File: config.mk
export PLATFORM = sky130hd
export DESIGN_NAME = cw_ccw_counter_with_period_average
export DESIGN_NICKNAME = d
export VERILOG_FILES = /design/src/rtl/ccpa_pkg.sv /design/src/rtl/ccpa_div.sv /design/src/rtl/ccpa_dp.sv /design/src/rtl/ccpa_ctrl.sv /design/src/rtl/cw_ccw_counter_with_period_average.sv
export SDC_FILE = /design/constraint.sdc
export NUM_CORES = 2
export LEC_CHECK = 0
export BUFFER_PORTS_ARGS = -buffer_cell sky130_fd_sc_hd__buf_4
export CORE_MARGIN = 10
export CORE_UTILIZATION = 55
export DETAILED_ROUTE_END_ITERATION = 8
export GPL_TIMING_DRIVEN = 0
export PLACE_DENSITY = 0.79
export SETUP_SLACK_MARGIN = 0.15
export SYNTH_ARGS = -nofsm -noshare
export SYNTH_HDL_FRONTEND = slang
export SYNTH_SLANG_ARGS = --single-unit
File: constraint.sdc
create_clock -name clk -period 10.5 [get_ports clk]
set_input_delay 2.625 -clock clk [delete_from_list [all_inputs] [get_ports clk]]
set_output_delay 2.625 -clock clk [all_outputs]
set_load 0.1 [all_outputs]
File: src/rtl/ccpa_pkg.sv
// Shared types and constants for the up/down pulse counter with period averages.
package ccpa_pkg;

    // Input command codes.
    localparam logic [1:0] CMD_CW     = 2'd0;
    localparam logic [1:0] CMD_CCW    = 2'd1;
    localparam logic [1:0] CMD_LOAD   = 2'd2;
    localparam logic [1:0] CMD_STATUS = 2'd3;

    // Configuration register indexes.
    localparam int CFG_IDX_W = 3;
    localparam logic [CFG_IDX_W-1:0] REG_SHORT_SAMPLES = 3'd0;
    localparam logic [CFG_IDX_W-1:0] REG_LONG_SAMPLES  = 3'd1;
    localparam logic [CFG_IDX_W-1:0] REG_MIN_PERIOD    = 3'd2;
    localparam logic [CFG_IDX_W-1:0] REG_CLOCKS_PER_US = 3'd3;
    localparam logic [CFG_IDX_W-1:0] REG_SLOW_LIMIT    = 3'd4;

    // Field widths.
    localparam int WORD_W    = 32;
    localparam int SAMPLES_W = 16;
    localparam int CPM_W     = 10;
    localparam int CFG_DATA_W = 32;

    // Divider: dividend holds avg*(N-1)+t, divisor holds N or the clock rate.
    localparam int PROD_W     = WORD_W + SAMPLES_W;
    localparam int DIVIDEND_W = PROD_W + 1;
    localparam int DIVISOR_W  = SAMPLES_W;
    localparam int DIV_STEPS  = DIVIDEND_W;
    localparam int DIV_CNT_W  = $clog2(DIV_STEPS);

    // Which quantity a division produces.
    localparam logic [1:0] DSEL_TE    = 2'd0;
    localparam logic [1:0] DSEL_SHORT = 2'd1;
    localparam logic [1:0] DSEL_LONG  = 2'd2;

    // Commands from the controller to the datapath.
    typedef struct packed {
        logic       capture;
        logic       apply;
        logic       mul_short;
        logic       mul_long;
        logic       div_start;
        logic [1:0] div_sel;
        logic       load_out;
    } ccpa_cmd_t;

    // Status from the datapath to the controller.
    typedef struct packed {
        logic avg_needed;
        logic div_done;
    } ccpa_status_t;

endpackage

File: src/rtl/ccpa_div.sv
// Restoring divider that produces one quotient bit per cycle.
module ccpa_div (
    input  logic                                 clk,
    input  logic                                 rst_n,
    input  logic                                 start,
    input  logic [ccpa_pkg::DIVIDEND_W-1:0]      dividend,
    input  logic [ccpa_pkg::DIVISOR_W-1:0]       divisor,
    output logic                                 done,
    output logic [ccpa_pkg::WORD_W-1:0]          quotient
);

    logic                                busy_reg;
    logic                                busy_next;
    logic                                done_reg;
    logic                                done_next;
    logic [ccpa_pkg::DIV_CNT_W-1:0]      count_reg;
    logic [ccpa_pkg::DIV_CNT_W-1:0]      count_next;
    logic [ccpa_pkg::DIVIDEND_W-1:0]     q_reg;
    logic [ccpa_pkg::DIVIDEND_W-1:0]     q_next;
    logic [ccpa_pkg::DIVISOR_W-1:0]      rem_reg;
    logic [ccpa_pkg::DIVISOR_W-1:0]      rem_next;
    logic [ccpa_pkg::DIVISOR_W-1:0]      divisor_reg;
    logic [ccpa_pkg::DIVISOR_W-1:0]      divisor_next;
    logic [ccpa_pkg::DIVISOR_W:0]        rem_shift;
    logic [ccpa_pkg::DIVISOR_W:0]        rem_diff;
    logic                                fits;

    // One restoring step: shift in the next dividend bit and try a subtract.
    always_comb
    begin
        rem_shift = {rem_reg, q_reg[ccpa_pkg::DIVIDEND_W-1]};
        rem_diff  = rem_shift - {1'b0, divisor_reg};
        fits      = (rem_shift >= {1'b0, divisor_reg});
    end

    // Sequencing of the steps.
    always_comb
    begin
        busy_next    = busy_reg;
        done_next    = 1'b0;
        count_next   = count_reg;
        q_next       = q_reg;
        rem_next     = rem_reg;
        divisor_next = divisor_reg;
        if (start)
        begin
            busy_next    = 1'b1;
            count_next   = ccpa_pkg::DIV_CNT_W'(ccpa_pkg::DIV_STEPS - 1);
            q_next       = dividend;
            rem_next     = '0;
            divisor_next = divisor;
        end
        else if (busy_reg)
        begin
            q_next   = {q_reg[ccpa_pkg::DIVIDEND_W-2:0], fits};
            rem_next = fits ? rem_diff[ccpa_pkg::DIVISOR_W-1:0]
                            : rem_shift[ccpa_pkg::DIVISOR_W-1:0];
            if (count_reg == '0)
            begin
                busy_next = 1'b0;
                done_next = 1'b1;
            end
            else
            begin
                count_next = count_reg - 1'b1;
            end
        end
    end

    // Control flops.
    always_ff @(posedge clk or negedge rst_n)
    begin
        if (!rst_n)
        begin
            busy_reg  <= 1'b0;
            done_reg  <= 1'b0;
            count_reg <= '0;
        end
        else
        begin
            busy_reg  <= busy_next;
            done_reg  <= done_next;
            count_reg <= count_next;
        end
    end

    // Working registers.
    always_ff @(posedge clk)
    begin
        q_reg       <= q_next;
        rem_reg     <= rem_next;
        divisor_reg <= divisor_next;
    end

    assign done     = done_reg;
    assign quotient = q_reg[ccpa_pkg::WORD_W-1:0];

endmodule

File: src/rtl/ccpa_dp.sv
// Datapath: configuration, position and timing state, averaging arithmetic, result registers.
module ccpa_dp (
    input  logic                                  clk,
    input  logic                                  rst_n,
    input  ccpa_pkg::ccpa_cmd_t                   cmd,
    output ccpa_pkg::ccpa_status_t                status,
    input  logic                                  cfg_we,
    input  logic [ccpa_pkg::CFG_IDX_W-1:0]        cfg_index,
    input  logic [ccpa_pkg::CFG_DATA_W-1:0]       cfg_data,
    input  logic [1:0]                            command,
    input  logic [ccpa_pkg::WORD_W-1:0]           timestamp,
    input  logic signed [ccpa_pkg::WORD_W-1:0]    position_value,
    output logic signed [ccpa_pkg::WORD_W-1:0]    position,
    output logic [ccpa_pkg::WORD_W-1:0]           short_average_us,
    output logic [ccpa_pkg::WORD_W-1:0]           long_average_us,
    output logic                                  fast_motion,
    output logic                                  slow_motion
);

    // Configuration registers.
    logic [ccpa_pkg::SAMPLES_W-1:0] short_samples_reg;
    logic [ccpa_pkg::SAMPLES_W-1:0] long_samples_reg;
    logic [ccpa_pkg::WORD_W-1:0]    min_period_reg;
    logic [ccpa_pkg::CPM_W-1:0]     cpm_reg;
    logic [ccpa_pkg::WORD_W-1:0]    slow_limit_reg;

    // Block state.
    logic [ccpa_pkg::WORD_W-1:0]    pulse_count_reg;
    logic [ccpa_pkg::WORD_W-1:0]    pulse_count_next;
    logic [ccpa_pkg::WORD_W-1:0]    last_pulse_time_reg;
    logic [ccpa_pkg::WORD_W-1:0]    last_pulse_time_next;
    logic [ccpa_pkg::WORD_W-1:0]    last_elapsed_reg;
    logic [ccpa_pkg::WORD_W-1:0]    last_elapsed_next;
    logic [ccpa_pkg::WORD_W-1:0]    short_avg_reg;
    logic [ccpa_pkg::WORD_W-1:0]    short_avg_next;
    logic [ccpa_pkg::WORD_W-1:0]    long_avg_reg;
    logic [ccpa_pkg::WORD_W-1:0]    long_avg_next;
    logic [ccpa_pkg::WORD_W-1:0]    last_avg_time_reg;
    logic [ccpa_pkg::WORD_W-1:0]    last_avg_time_next;

    // Captured transaction and working values.
    logic [1:0]                     cmd_reg;
    logic [ccpa_pkg::WORD_W-1:0]    ts_reg;
    logic [ccpa_pkg::WORD_W-1:0]    pv_reg;
    logic [ccpa_pkg::WORD_W-1:0]    te_reg;
    logic [ccpa_pkg::WORD_W-1:0]    te_next;
    logic [ccpa_pkg::PROD_W-1:0]    prod_reg;
    logic [1:0]                     div_sel_reg;

    // Result registers.
    logic [ccpa_pkg::WORD_W-1:0]    position_reg;
    logic [ccpa_pkg::WORD_W-1:0]    short_out_reg;
    logic [ccpa_pkg::WORD_W-1:0]    long_out_reg;
    logic                           fast_reg;
    logic                           slow_reg;

    // Derived values.
    logic [ccpa_pkg::WORD_W-1:0]    elapsed;
    logic                           is_pulse;
    logic                           avg_needed;
    logic [ccpa_pkg::SAMPLES_W-1:0] short_n;
    logic [ccpa_pkg::SAMPLES_W-1:0] long_n;
    logic [ccpa_pkg::DIVISOR_W-1:0] cpm_div;
    logic [ccpa_pkg::SAMPLES_W-1:0] mul_n;
    logic [ccpa_pkg::WORD_W-1:0]    mul_avg;
    logic [ccpa_pkg::DIVIDEND_W-1:0] div_dividend;
    logic [ccpa_pkg::DIVISOR_W-1:0] div_divisor;
    logic                           div_done;
    logic [ccpa_pkg::WORD_W-1:0]    div_quotient;

    // Zero weights and a zero clock rate act as one.
    assign short_n = (short_samples_reg == '0) ? ccpa_pkg::SAMPLES_W'(1) : short_samples_reg;
    assign long_n  = (long_samples_reg == '0) ? ccpa_pkg::SAMPLES_W'(1) : long_samples_reg;
    assign cpm_div = (cpm_reg == '0) ? ccpa_pkg::DIVISOR_W'(1)
                                     : ccpa_pkg::DIVISOR_W'(cpm_reg);

    // Pulse timing against the previous pulse.
    assign elapsed    = ts_reg - last_pulse_time_reg;
    assign is_pulse   = (cmd_reg == ccpa_pkg::CMD_CW) || (cmd_reg == ccpa_pkg::CMD_CCW);
    assign avg_needed = is_pulse && (elapsed > min_period_reg);

    assign status.avg_needed = avg_needed;
    assign status.div_done   = div_done;

    // Configuration writes; indexes beyond the list are dropped.
    always_ff @(posedge clk or negedge rst_n)
    begin
        if (!rst_n)
        begin
            short_samples_reg <= ccpa_pkg::SAMPLES_W'(1);
            long_samples_reg  <= ccpa_pkg::SAMPLES_W'(1);
            min_period_reg    <= '0;
            cpm_reg           <= ccpa_pkg::CPM_W'(1);
            slow_limit_reg    <= '1;
        end
        else if (cfg_we)
        begin
            case (cfg_index)
                ccpa_pkg::REG_SHORT_SAMPLES: short_samples_reg <= cfg_data[ccpa_pkg::SAMPLES_W-1:0];
                ccpa_pkg::REG_LONG_SAMPLES:  long_samples_reg  <= cfg_data[ccpa_pkg::SAMPLES_W-1:0];
                ccpa_pkg::REG_MIN_PERIOD:    min_period_reg    <= cfg_data[ccpa_pkg::WORD_W-1:0];
                ccpa_pkg::REG_CLOCKS_PER_US: cpm_reg           <= cfg_data[ccpa_pkg::CPM_W-1:0];
                ccpa_pkg::REG_SLOW_LIMIT:    slow_limit_reg    <= cfg_data[ccpa_pkg::WORD_W-1:0];
                default: ;
            endcase
        end
    end

    // Divider operands: the microsecond conversion, or one of the two blends.
    always_comb
    begin
        div_dividend = {{(ccpa_pkg::DIVIDEND_W - ccpa_pkg::WORD_W){1'b0}}, elapsed};
        div_divisor  = cpm_div;
        case (cmd.div_sel)
            ccpa_pkg::DSEL_SHORT:
            begin
                div_dividend = {1'b0, prod_reg}
                             + ccpa_pkg::DIVIDEND_W'(te_reg);
                div_divisor  = short_n;
            end
            ccpa_pkg::DSEL_LONG:
            begin
                div_dividend = {1'b0, prod_reg}
                             + ccpa_pkg::DIVIDEND_W'(te_reg);
                div_divisor  = long_n;
            end
            default: ;
        endcase
    end

    ccpa_div u_div (
        .clk      (clk),
        .rst_n    (rst_n),
        .start    (cmd.div_start),
        .dividend (div_dividend),
        .divisor  (div_divisor),
        .done     (div_done),
        .quotient (div_quotient)
    );

    // State update for the captured transaction and the division results.
    always_comb
    begin
        pulse_count_next     = pulse_count_reg;
        last_pulse_time_next = last_pulse_time_reg;
        last_elapsed_next    = last_elapsed_reg;
        last_avg_time_next   = last_avg_time_reg;
        short_avg_next       = short_avg_reg;
        long_avg_next        = long_avg_reg;
        te_next              = te_reg;
        if (cmd.apply)
        begin
            case (cmd_reg)
                ccpa_pkg::CMD_CW:   pulse_count_next = pulse_count_reg + 1'b1;
                ccpa_pkg::CMD_CCW:  pulse_count_next = pulse_count_reg - 1'b1;
                ccpa_pkg::CMD_LOAD: pulse_count_next = pv_reg;
                default: ;
            endcase
            if (is_pulse)
            begin
                last_pulse_time_next = ts_reg;
                last_elapsed_next    = elapsed;
            end
            if (avg_needed)
            begin
                last_avg_time_next = ts_reg;
            end
        end
        if (div_done)
        begin
            case (div_sel_reg)
                ccpa_pkg::DSEL_TE:    te_next        = div_quotient;
                ccpa_pkg::DSEL_SHORT: short_avg_next = div_quotient;
                ccpa_pkg::DSEL_LONG:  long_avg_next  = div_quotient;
                default: ;
            endcase
        end
    end

    always_ff @(posedge clk or negedge rst_n)
    begin
        if (!rst_n)
        begin
            pulse_count_reg     <= '0;
            last_pulse_time_reg <= '0;
            last_elapsed_reg    <= '0;
            last_avg_time_reg   <= '0;
            short_avg_reg       <= '0;
            long_avg_reg        <= '0;
        end
        else
        begin
            pulse_count_reg     <= pulse_count_next;
            last_pulse_time_reg <= last_pulse_time_next;
            last_elapsed_reg    <= last_elapsed_next;
            last_avg_time_reg   <= last_avg_time_next;
            short_avg_reg       <= short_avg_next;
            long_avg_reg        <= long_avg_next;
        end
    end

    // Multiplier operands: the average and its weight minus one.
    assign mul_n   = cmd.mul_long ? (long_n - 1'b1) : (short_n - 1'b1);
    assign mul_avg = cmd.mul_long ? long_avg_reg : short_avg_reg;

    // Transaction capture, product, division tag and result registers.
    always_ff @(posedge clk)
    begin
        te_reg <= te_next;
        if (cmd.capture)
        begin
            cmd_reg <= command;
            ts_reg  <= timestamp;
            pv_reg  <= position_value;
        end
        if (cmd.mul_short || cmd.mul_long)
        begin
            prod_reg <= mul_avg * mul_n;
        end
        if (cmd.div_start)
        begin
            div_sel_reg <= cmd.div_sel;
        end
        if (cmd.load_out)
        begin
            position_reg  <= pulse_count_reg;
            short_out_reg <= short_avg_reg;
            long_out_reg  <= long_avg_reg;
            fast_reg      <= (last_elapsed_reg < min_period_reg);
            slow_reg      <= ((ts_reg - last_avg_time_reg) > slow_limit_reg);
        end
    end

    assign position         = position_reg;
    assign short_average_us = short_out_reg;
    assign long_average_us  = long_out_reg;
    assign fast_motion      = fast_reg;
    assign slow_motion      = slow_reg;

endmodule

File: src/rtl/ccpa_ctrl.sv
// Controller: sequences each transaction through the update and, for an averaged pulse, conversion and both blends.
module ccpa_ctrl (
    input  logic                    clk,
    input  logic                    rst_n,
    input  logic                    in_valid,
    output logic                    in_stall,
    output logic                    out_valid,
    input  logic                    out_stall,
    input  ccpa_pkg::ccpa_status_t  status,
    output ccpa_pkg::ccpa_cmd_t     cmd
);

    localparam logic [3:0] S_IDLE    = 4'd0;
    localparam logic [3:0] S_APPLY   = 4'd1;
    localparam logic [3:0] S_WAIT_TE = 4'd2;
    localparam logic [3:0] S_MUL_S   = 4'd3;
    localparam logic [3:0] S_GO_S    = 4'd4;
    localparam logic [3:0] S_WAIT_S  = 4'd5;
    localparam logic [3:0] S_MUL_L   = 4'd6;
    localparam logic [3:0] S_GO_L    = 4'd7;
    localparam logic [3:0] S_WAIT_L  = 4'd8;
    localparam logic [3:0] S_DONE    = 4'd9;

    logic [3:0] state_reg;
    logic [3:0] state_next;
    logic       out_valid_reg;
    logic       out_valid_next;

    // Next state and datapath commands.
    always_comb
    begin
        state_next    = state_reg;
        cmd           = '0;
        cmd.div_sel   = ccpa_pkg::DSEL_TE;
        case (state_reg)
            S_IDLE:
            begin
                if (in_valid)
                begin
                    cmd.capture = 1'b1;
                    state_next  = S_APPLY;
                end
            end
            S_APPLY:
            begin
                cmd.apply = 1'b1;
                if (status.avg_needed)
                begin
                    cmd.div_start = 1'b1;
                    state_next    = S_WAIT_TE;
                end
                else
                begin
                    state_next = S_DONE;
                end
            end
            S_WAIT_TE:
            begin
                if (status.div_done)
                begin
                    state_next = S_MUL_S;
                end
            end
            S_MUL_S:
            begin
                cmd.mul_short = 1'b1;
                state_next    = S_GO_S;
            end
            S_GO_S:
            begin
                cmd.div_start = 1'b1;
                cmd.div_sel   = ccpa_pkg::DSEL_SHORT;
                state_next    = S_WAIT_S;
            end
            S_WAIT_S:
            begin
                if (status.div_done)
                begin
                    state_next = S_MUL_L;
                end
            end
            S_MUL_L:
            begin
                cmd.mul_long = 1'b1;
                state_next   = S_GO_L;
            end
            S_GO_L:
            begin
                cmd.div_start = 1'b1;
                cmd.div_sel   = ccpa_pkg::DSEL_LONG;
                state_next    = S_WAIT_L;
            end
            S_WAIT_L:
            begin
                if (status.div_done)
                begin
                    state_next = S_DONE;
                end
            end
            S_DONE:
            begin
                if (!out_valid_reg || !out_stall)
                begin
                    cmd.load_out = 1'b1;
                    state_next   = S_IDLE;
                end
            end
            default:
            begin
                state_next = S_IDLE;
            end
        endcase
    end

    // Output valid: set on a new result, cleared when the result is taken.
    always_comb
    begin
        out_valid_next = out_valid_reg;
        if (cmd.load_out)
        begin
            out_valid_next = 1'b1;
        end
        else if (!out_stall)
        begin
            out_valid_next = 1'b0;
        end
    end

    always_ff @(posedge clk or negedge rst_n)
    begin
        if (!rst_n)
        begin
            state_reg     <= S_IDLE;
            out_valid_reg <= 1'b0;
        end
        else
        begin
            state_reg     <= state_next;
            out_valid_reg <= out_valid_next;
        end
    end

    assign in_stall  = (state_reg != S_IDLE);
    assign out_valid = out_valid_reg;

endmodule

File: src/rtl/cw_ccw_counter_with_period_average.sv
// Top level of the up/down pulse counter with short- and long-term period averages.
//
//  Channel  Handshake              Payload
//  -------  ---------------------  ------------------------------------------------
//  input    in_valid / in_stall    command, timestamp, position_value
//  output   out_valid / out_stall  position, short_average_us, long_average_us,
//                                  fast_motion, slow_motion
//  config   cfg_valid / cfg_ready  cfg_index, cfg_data
//
// A load, a query or an unaveraged pulse goes from capture through the update to the output register.
// An averaged pulse also takes three 49-step passes of the one-bit-per-cycle divider
// (clock conversion, short blend, long blend) before its result is written.
// A transaction can be accepted while the previous result still waits in the output register.
// Reset restores the register defaults and clears position, averages and timestamps.
// A stalled output holds its payload; the block then stops before writing the next result.
module cw_ccw_counter_with_period_average (
    input  logic                                  clk,
    input  logic                                  rst_n,
    input  logic                                  in_valid,
    output logic                                  in_stall,
    input  logic [1:0]                            command,
    input  logic [ccpa_pkg::WORD_W-1:0]           timestamp,
    input  logic signed [ccpa_pkg::WORD_W-1:0]    position_value,
    output logic                                  out_valid,
    input  logic                                  out_stall,
    output logic signed [ccpa_pkg::WORD_W-1:0]    position,
    output logic [ccpa_pkg::WORD_W-1:0]           short_average_us,
    output logic [ccpa_pkg::WORD_W-1:0]           long_average_us,
    output logic                                  fast_motion,
    output logic                                  slow_motion,
    input  logic                                  cfg_valid,
    output logic                                  cfg_ready,
    input  logic [ccpa_pkg::CFG_IDX_W-1:0]        cfg_index,
    input  logic [ccpa_pkg::CFG_DATA_W-1:0]       cfg_data
);

    ccpa_pkg::ccpa_cmd_t    cmd;
    ccpa_pkg::ccpa_status_t status;

    // Configuration writes are always taken.
    assign cfg_ready = 1'b1;

    ccpa_ctrl u_ctrl (
        .clk       (clk),
        .rst_n     (rst_n),
        .in_valid  (in_valid),
        .in_stall  (in_stall),
        .out_valid (out_valid),
        .out_stall (out_stall),
        .status    (status),
        .cmd       (cmd)
    );

    ccpa_dp u_dp (
        .clk              (clk),
        .rst_n            (rst_n),
        .cmd              (cmd),
        .status           (status),
        .cfg_we           (cfg_valid & cfg_ready),
        .cfg_index        (cfg_index),
        .cfg_data         (cfg_data),
        .command          (command),
        .timestamp        (timestamp),
        .position_value   (position_value),
        .position         (position),
        .short_average_us (short_average_us),
        .long_average_us  (long_average_us),
        .fast_motion      (fast_motion),
        .slow_motion      (slow_motion)
    );

endmodule

==> flow_metrics.env <==
export IMPL_worst_slew_pin_slew_ns=1.27
export IMPL_holdCritStartpoint="u_dp.u_div.rem_reg[15]$_SDFFE_PP0P_"
export IMPL_final_period_utilization=0.970
export IMPL_slew_viol_final=0
export IMPL_num_rows=110
export IMPL_drv_cap=0
export IMPL_rsz0062_at_grt="false"
export IMPL_final_hold_violation_count=0
export IMPL_grt_use_total=0.279
export IMPL_synth_edf_count=311
export IMPL_finalNonFillerCells=6624
export IMPL_cts_buffers=73
export IMPL_viasPerCell=5.82
export IMPL_final_common_cell="nand2_1"
export IMPL_gp_congestion=0.994
export IMPL_syn_nets=5946
export IMPL_ant_nets=0
export IMPL_p_leak_nw=25.3
export IMPL_ff2ff_path_depth=33
export IMPL_drtPass1Iterations=6
export IMPL_grt_first_pass_wirelength_um=224000
export IMPL_clkSlewWorstSetupHoldPaths_ns=0.06
export IMPL_start_util=0.552
export IMPL_worstSkewPairLatency_ns=0.66
export IMPL_slowest_stage="fa_1"
export IMPL_required_ns=10.89
export IMPL_core_area_um2=89700
export IMPL_arrival_ns=10.58
export IMPL_ys_flop_type="edfxtp_1"
export IMPL_endpoint_kind="flip-flop"
export IMPL_crit_fanout=10
export IMPL_outcome="finished, final reports clean"
export IMPL_largest_reg_flops=49
export IMPL_timing_reg2reg_setup_slack_ns=0.31
export IMPL_r2r_start="u_dp.short_samples_reg[13]$_DFFE_PN0P_"
export IMPL_worstSetupPathType="reg -> reg"
export IMPL_whs_endpoint="u_dp.u_div.rem_reg[15]$_SDFFE_PP0P_"
export IMPL_grt_pass1_vias=39394
export IMPL_ys_seq_area_frac=0.353
export IMPL_critPathLaunch="u_dp.short_samples_reg[13]$_DFFE_PN0P_"
export IMPL_max_stage_delay_ns=0.55
export IMPL_layout_common_cells="759 x nand2_1, 693 x inv_1, 421 x fa_1"
export IMPL_finalPower_mw=6.28
export IMPL_fin_skew_ns=0.0250
export IMPL_numPortBuffers=204
export IMPL_syn_inst=5056
export IMPL_final_setup_viol_count=0
export IMPL_hpwl_um=112000
export IMPL_vias=38550
export IMPL_finalCriticalPeriod_ns=10.19
export IMPL_wl_um=144000
export IMPL_hold_path_class="reg -> reg"
export IMPL_grt_overflow_total=0
export IMPL_clkSinkCount=638
export IMPL_yosys_register_bits=638
export IMPL_cts_max_level=3
export IMPL_syn_cell_area_um2=49500
export IMPL_drc=0
export IMPL_fin_area_um2=56300
export IMPL_synth_cell_types=80
export IMPL_fmax_mhz=98.1
export IMPL_grt_antenna_before_repair=4
export IMPL_crit_path_start_kind="flip-flop"
export IMPL_nNetsFinal=6275
export IMPL_routedWlPerCell_um=21.7
export IMPL_power_density_nw_per_um2=112
export IMPL_grt_max_degree=108
export IMPL_clock_root_buffer="clkbuf_16"
export IMPL_syn_area_per_cell_um2=9.80
export IMPL_cts_tree="yes"
export IMPL_die_area_um2=102000
export IMPL_holdBufCountCts=0
export IMPL_dpl_instance_area_um2=52900
export IMPL_drt_first_iter_violations=3400
export IMPL_dp_cells=6451
export IMPL_slew_limit_headroom=0.130
export IMPL_die_x_um=320
export IMPL_vdd_drop_max_uv=126
export IMPL_final_layout_size_suffix_gt1_frac=0.122
export IMPL_io_pins=207
export IMPL_cts_buffer_depth=3
export IMPL_crit_top_cell="fa_1"
export IMPL_holdPathStages=2
export IMPL_async_flop_share=0.487
export IMPL_rr_endpoint="u_dp.prod_reg[47]$_DFFE_PP_"
export IMPL_synthToLayoutAreaGrowth_pct=13.6
export IMPL_yosys_warnings=0
export IMPL_die_y_um=320
Yosys cell counts (all sizes together), types with 9 or more instances:
master	count	area [um2]
xor2	66	578
mux2	141	1590
o22ai	17	106
dfstp	35	920
a22oi	15	113
inv	696	2610
nor2	338	1270
edfxtp	311	9340
ha	361	4520
o31ai	13	103
nor3b	11	82.6
a211oi	20	150
a31oi	30	188
and2	34	213
dfrtp	276	6910
and3	22	143
nor2b	53	332
o21bai	20	150
nand4	39	244
fa	423	8470
buf	21	90.1
o21ai	268	1350
clkbuf	158	593
nor3	56	280
a21o	125	938
xnor2	137	1200
a21oi	248	1240
o21a	41	308
or2	12	75.1
nand3	37	185
o211ai	9	67.6
dfxtp	16	320
nand2	763	2860
nand2b	70	438
mux2i	59	591
layout make-up:
| type | instances | area (um2) |
|---|---|---|
| Clock buffer | 104 | 2110 |
| Tap cell | 1176 | 1470 |
| Fill cell | 7192 | 33500 |
| Inverter | 696 | 2620 |
| Clock inverter | 32 | 323 |
| Multi-Input combinational cell | 3543 | 29300 |
| Sequential cell | 638 | 17500 |
| Buffer | 179 | 851 |
| Timing Repair Buffer | 254 | 2120 |
| Antenna cell | 2 | 5.00 |
critical path: cells and delay by family (launching register included):
| family | cells | cell delay, ns |
|---|---|---|
| DFF | 1 | 0.45 |
| buffers and inverters | 7 | 1.08 |
| adders and majority gates | 8 | 3.51 |
| and+or+nand+nor | 4 | 1.27 |
| xor gates and xnor gates | 2 | 0.56 |
| AOI/OAI and AO/OA | 12 | 3.02 |
power by group:
| part | switching (mW) | total, mW | internal, mW |
|---|---|---|---|
| registers | 0.0707 | 2.79 | 2.72 |
| clock network | 1.10 | 2.61 | 1.51 |
| logic | 0.577 | 0.881 | 0.304 |
cells by family after synthesis:
family                   after synthesis  share of synthesized area
AO/OA/AOI/OAI                        880                      0.109
other                                  1                  0.0000757
XOR/XNOR                             203                     0.0359
multiplexers                         200                     0.0440
buffers and inverters                875                     0.0665
adder cells (fa/ha/maj)              784                      0.262
flip-flops                           638                      0.353
AND/OR/NAND/NOR                     1475                      0.130
layer usage:
| layer | global-route usage | routed length [um] | up-vias |
|---|---|---|---|
| met3 | 0.0628 | 13100 | 399 |
| met1 | 0.347 | 55800 | 18904 |
| met2 | 0.450 | 66000 | 1835 |
| met5 | 0 | 45 | - |
| li1 | - | - | 17410 |
| met4 | 0.148 | 8650 | 2 |
metrics by stage:
| step | hold WS (ns) | util | TNS, ns | setup WS (ns) |
|---|---|---|---|---|
| detailed placement | 0.456 | 0.589 | -65.66 | -3.08 |
| global placement | 0.450 | 0.586 | -107.92 | -3.05 |
| finish | 0.477 | 0.627 | 0 | 0.311 |
| CTS | 0.477 | 0.622 | 0 | 0.181 |
| floorplan | 0.441 | - | 0 | 0.511 |
| global route | 0.495 | 0.627 | 0 | 0.104 |
what timing repair did:
item | CTS | global route
buffers inserted | 15 | 20
pin swaps | 9 | 9
gates resized for setup | 98 | 66
setup endpoints to repair | 39 | 8
how the worst max path moves through the flow:
stage	to	slack (ns)	depth (start not counted)
2_1_floorplan	u_dp.prod_reg[47]$_DFFE_PP_	0.51	36
3_3_place_gp	u_dp.prod_reg[47]$_DFFE_PP_	-3.05	37
6_report	u_dp.prod_reg[47]$_DFFE_PP_	0.31	33
4_1_cts	u_dp.prod_reg[47]$_DFFE_PP_	0.18	38
5_1_grt	u_dp.prod_reg[47]$_DFFE_PP_	0.10	32
3_5_place_dp	u_dp.prod_reg[47]$_DFFE_PP_	-3.08	37
No activity file was read; power rests on OpenSTA's default activity.
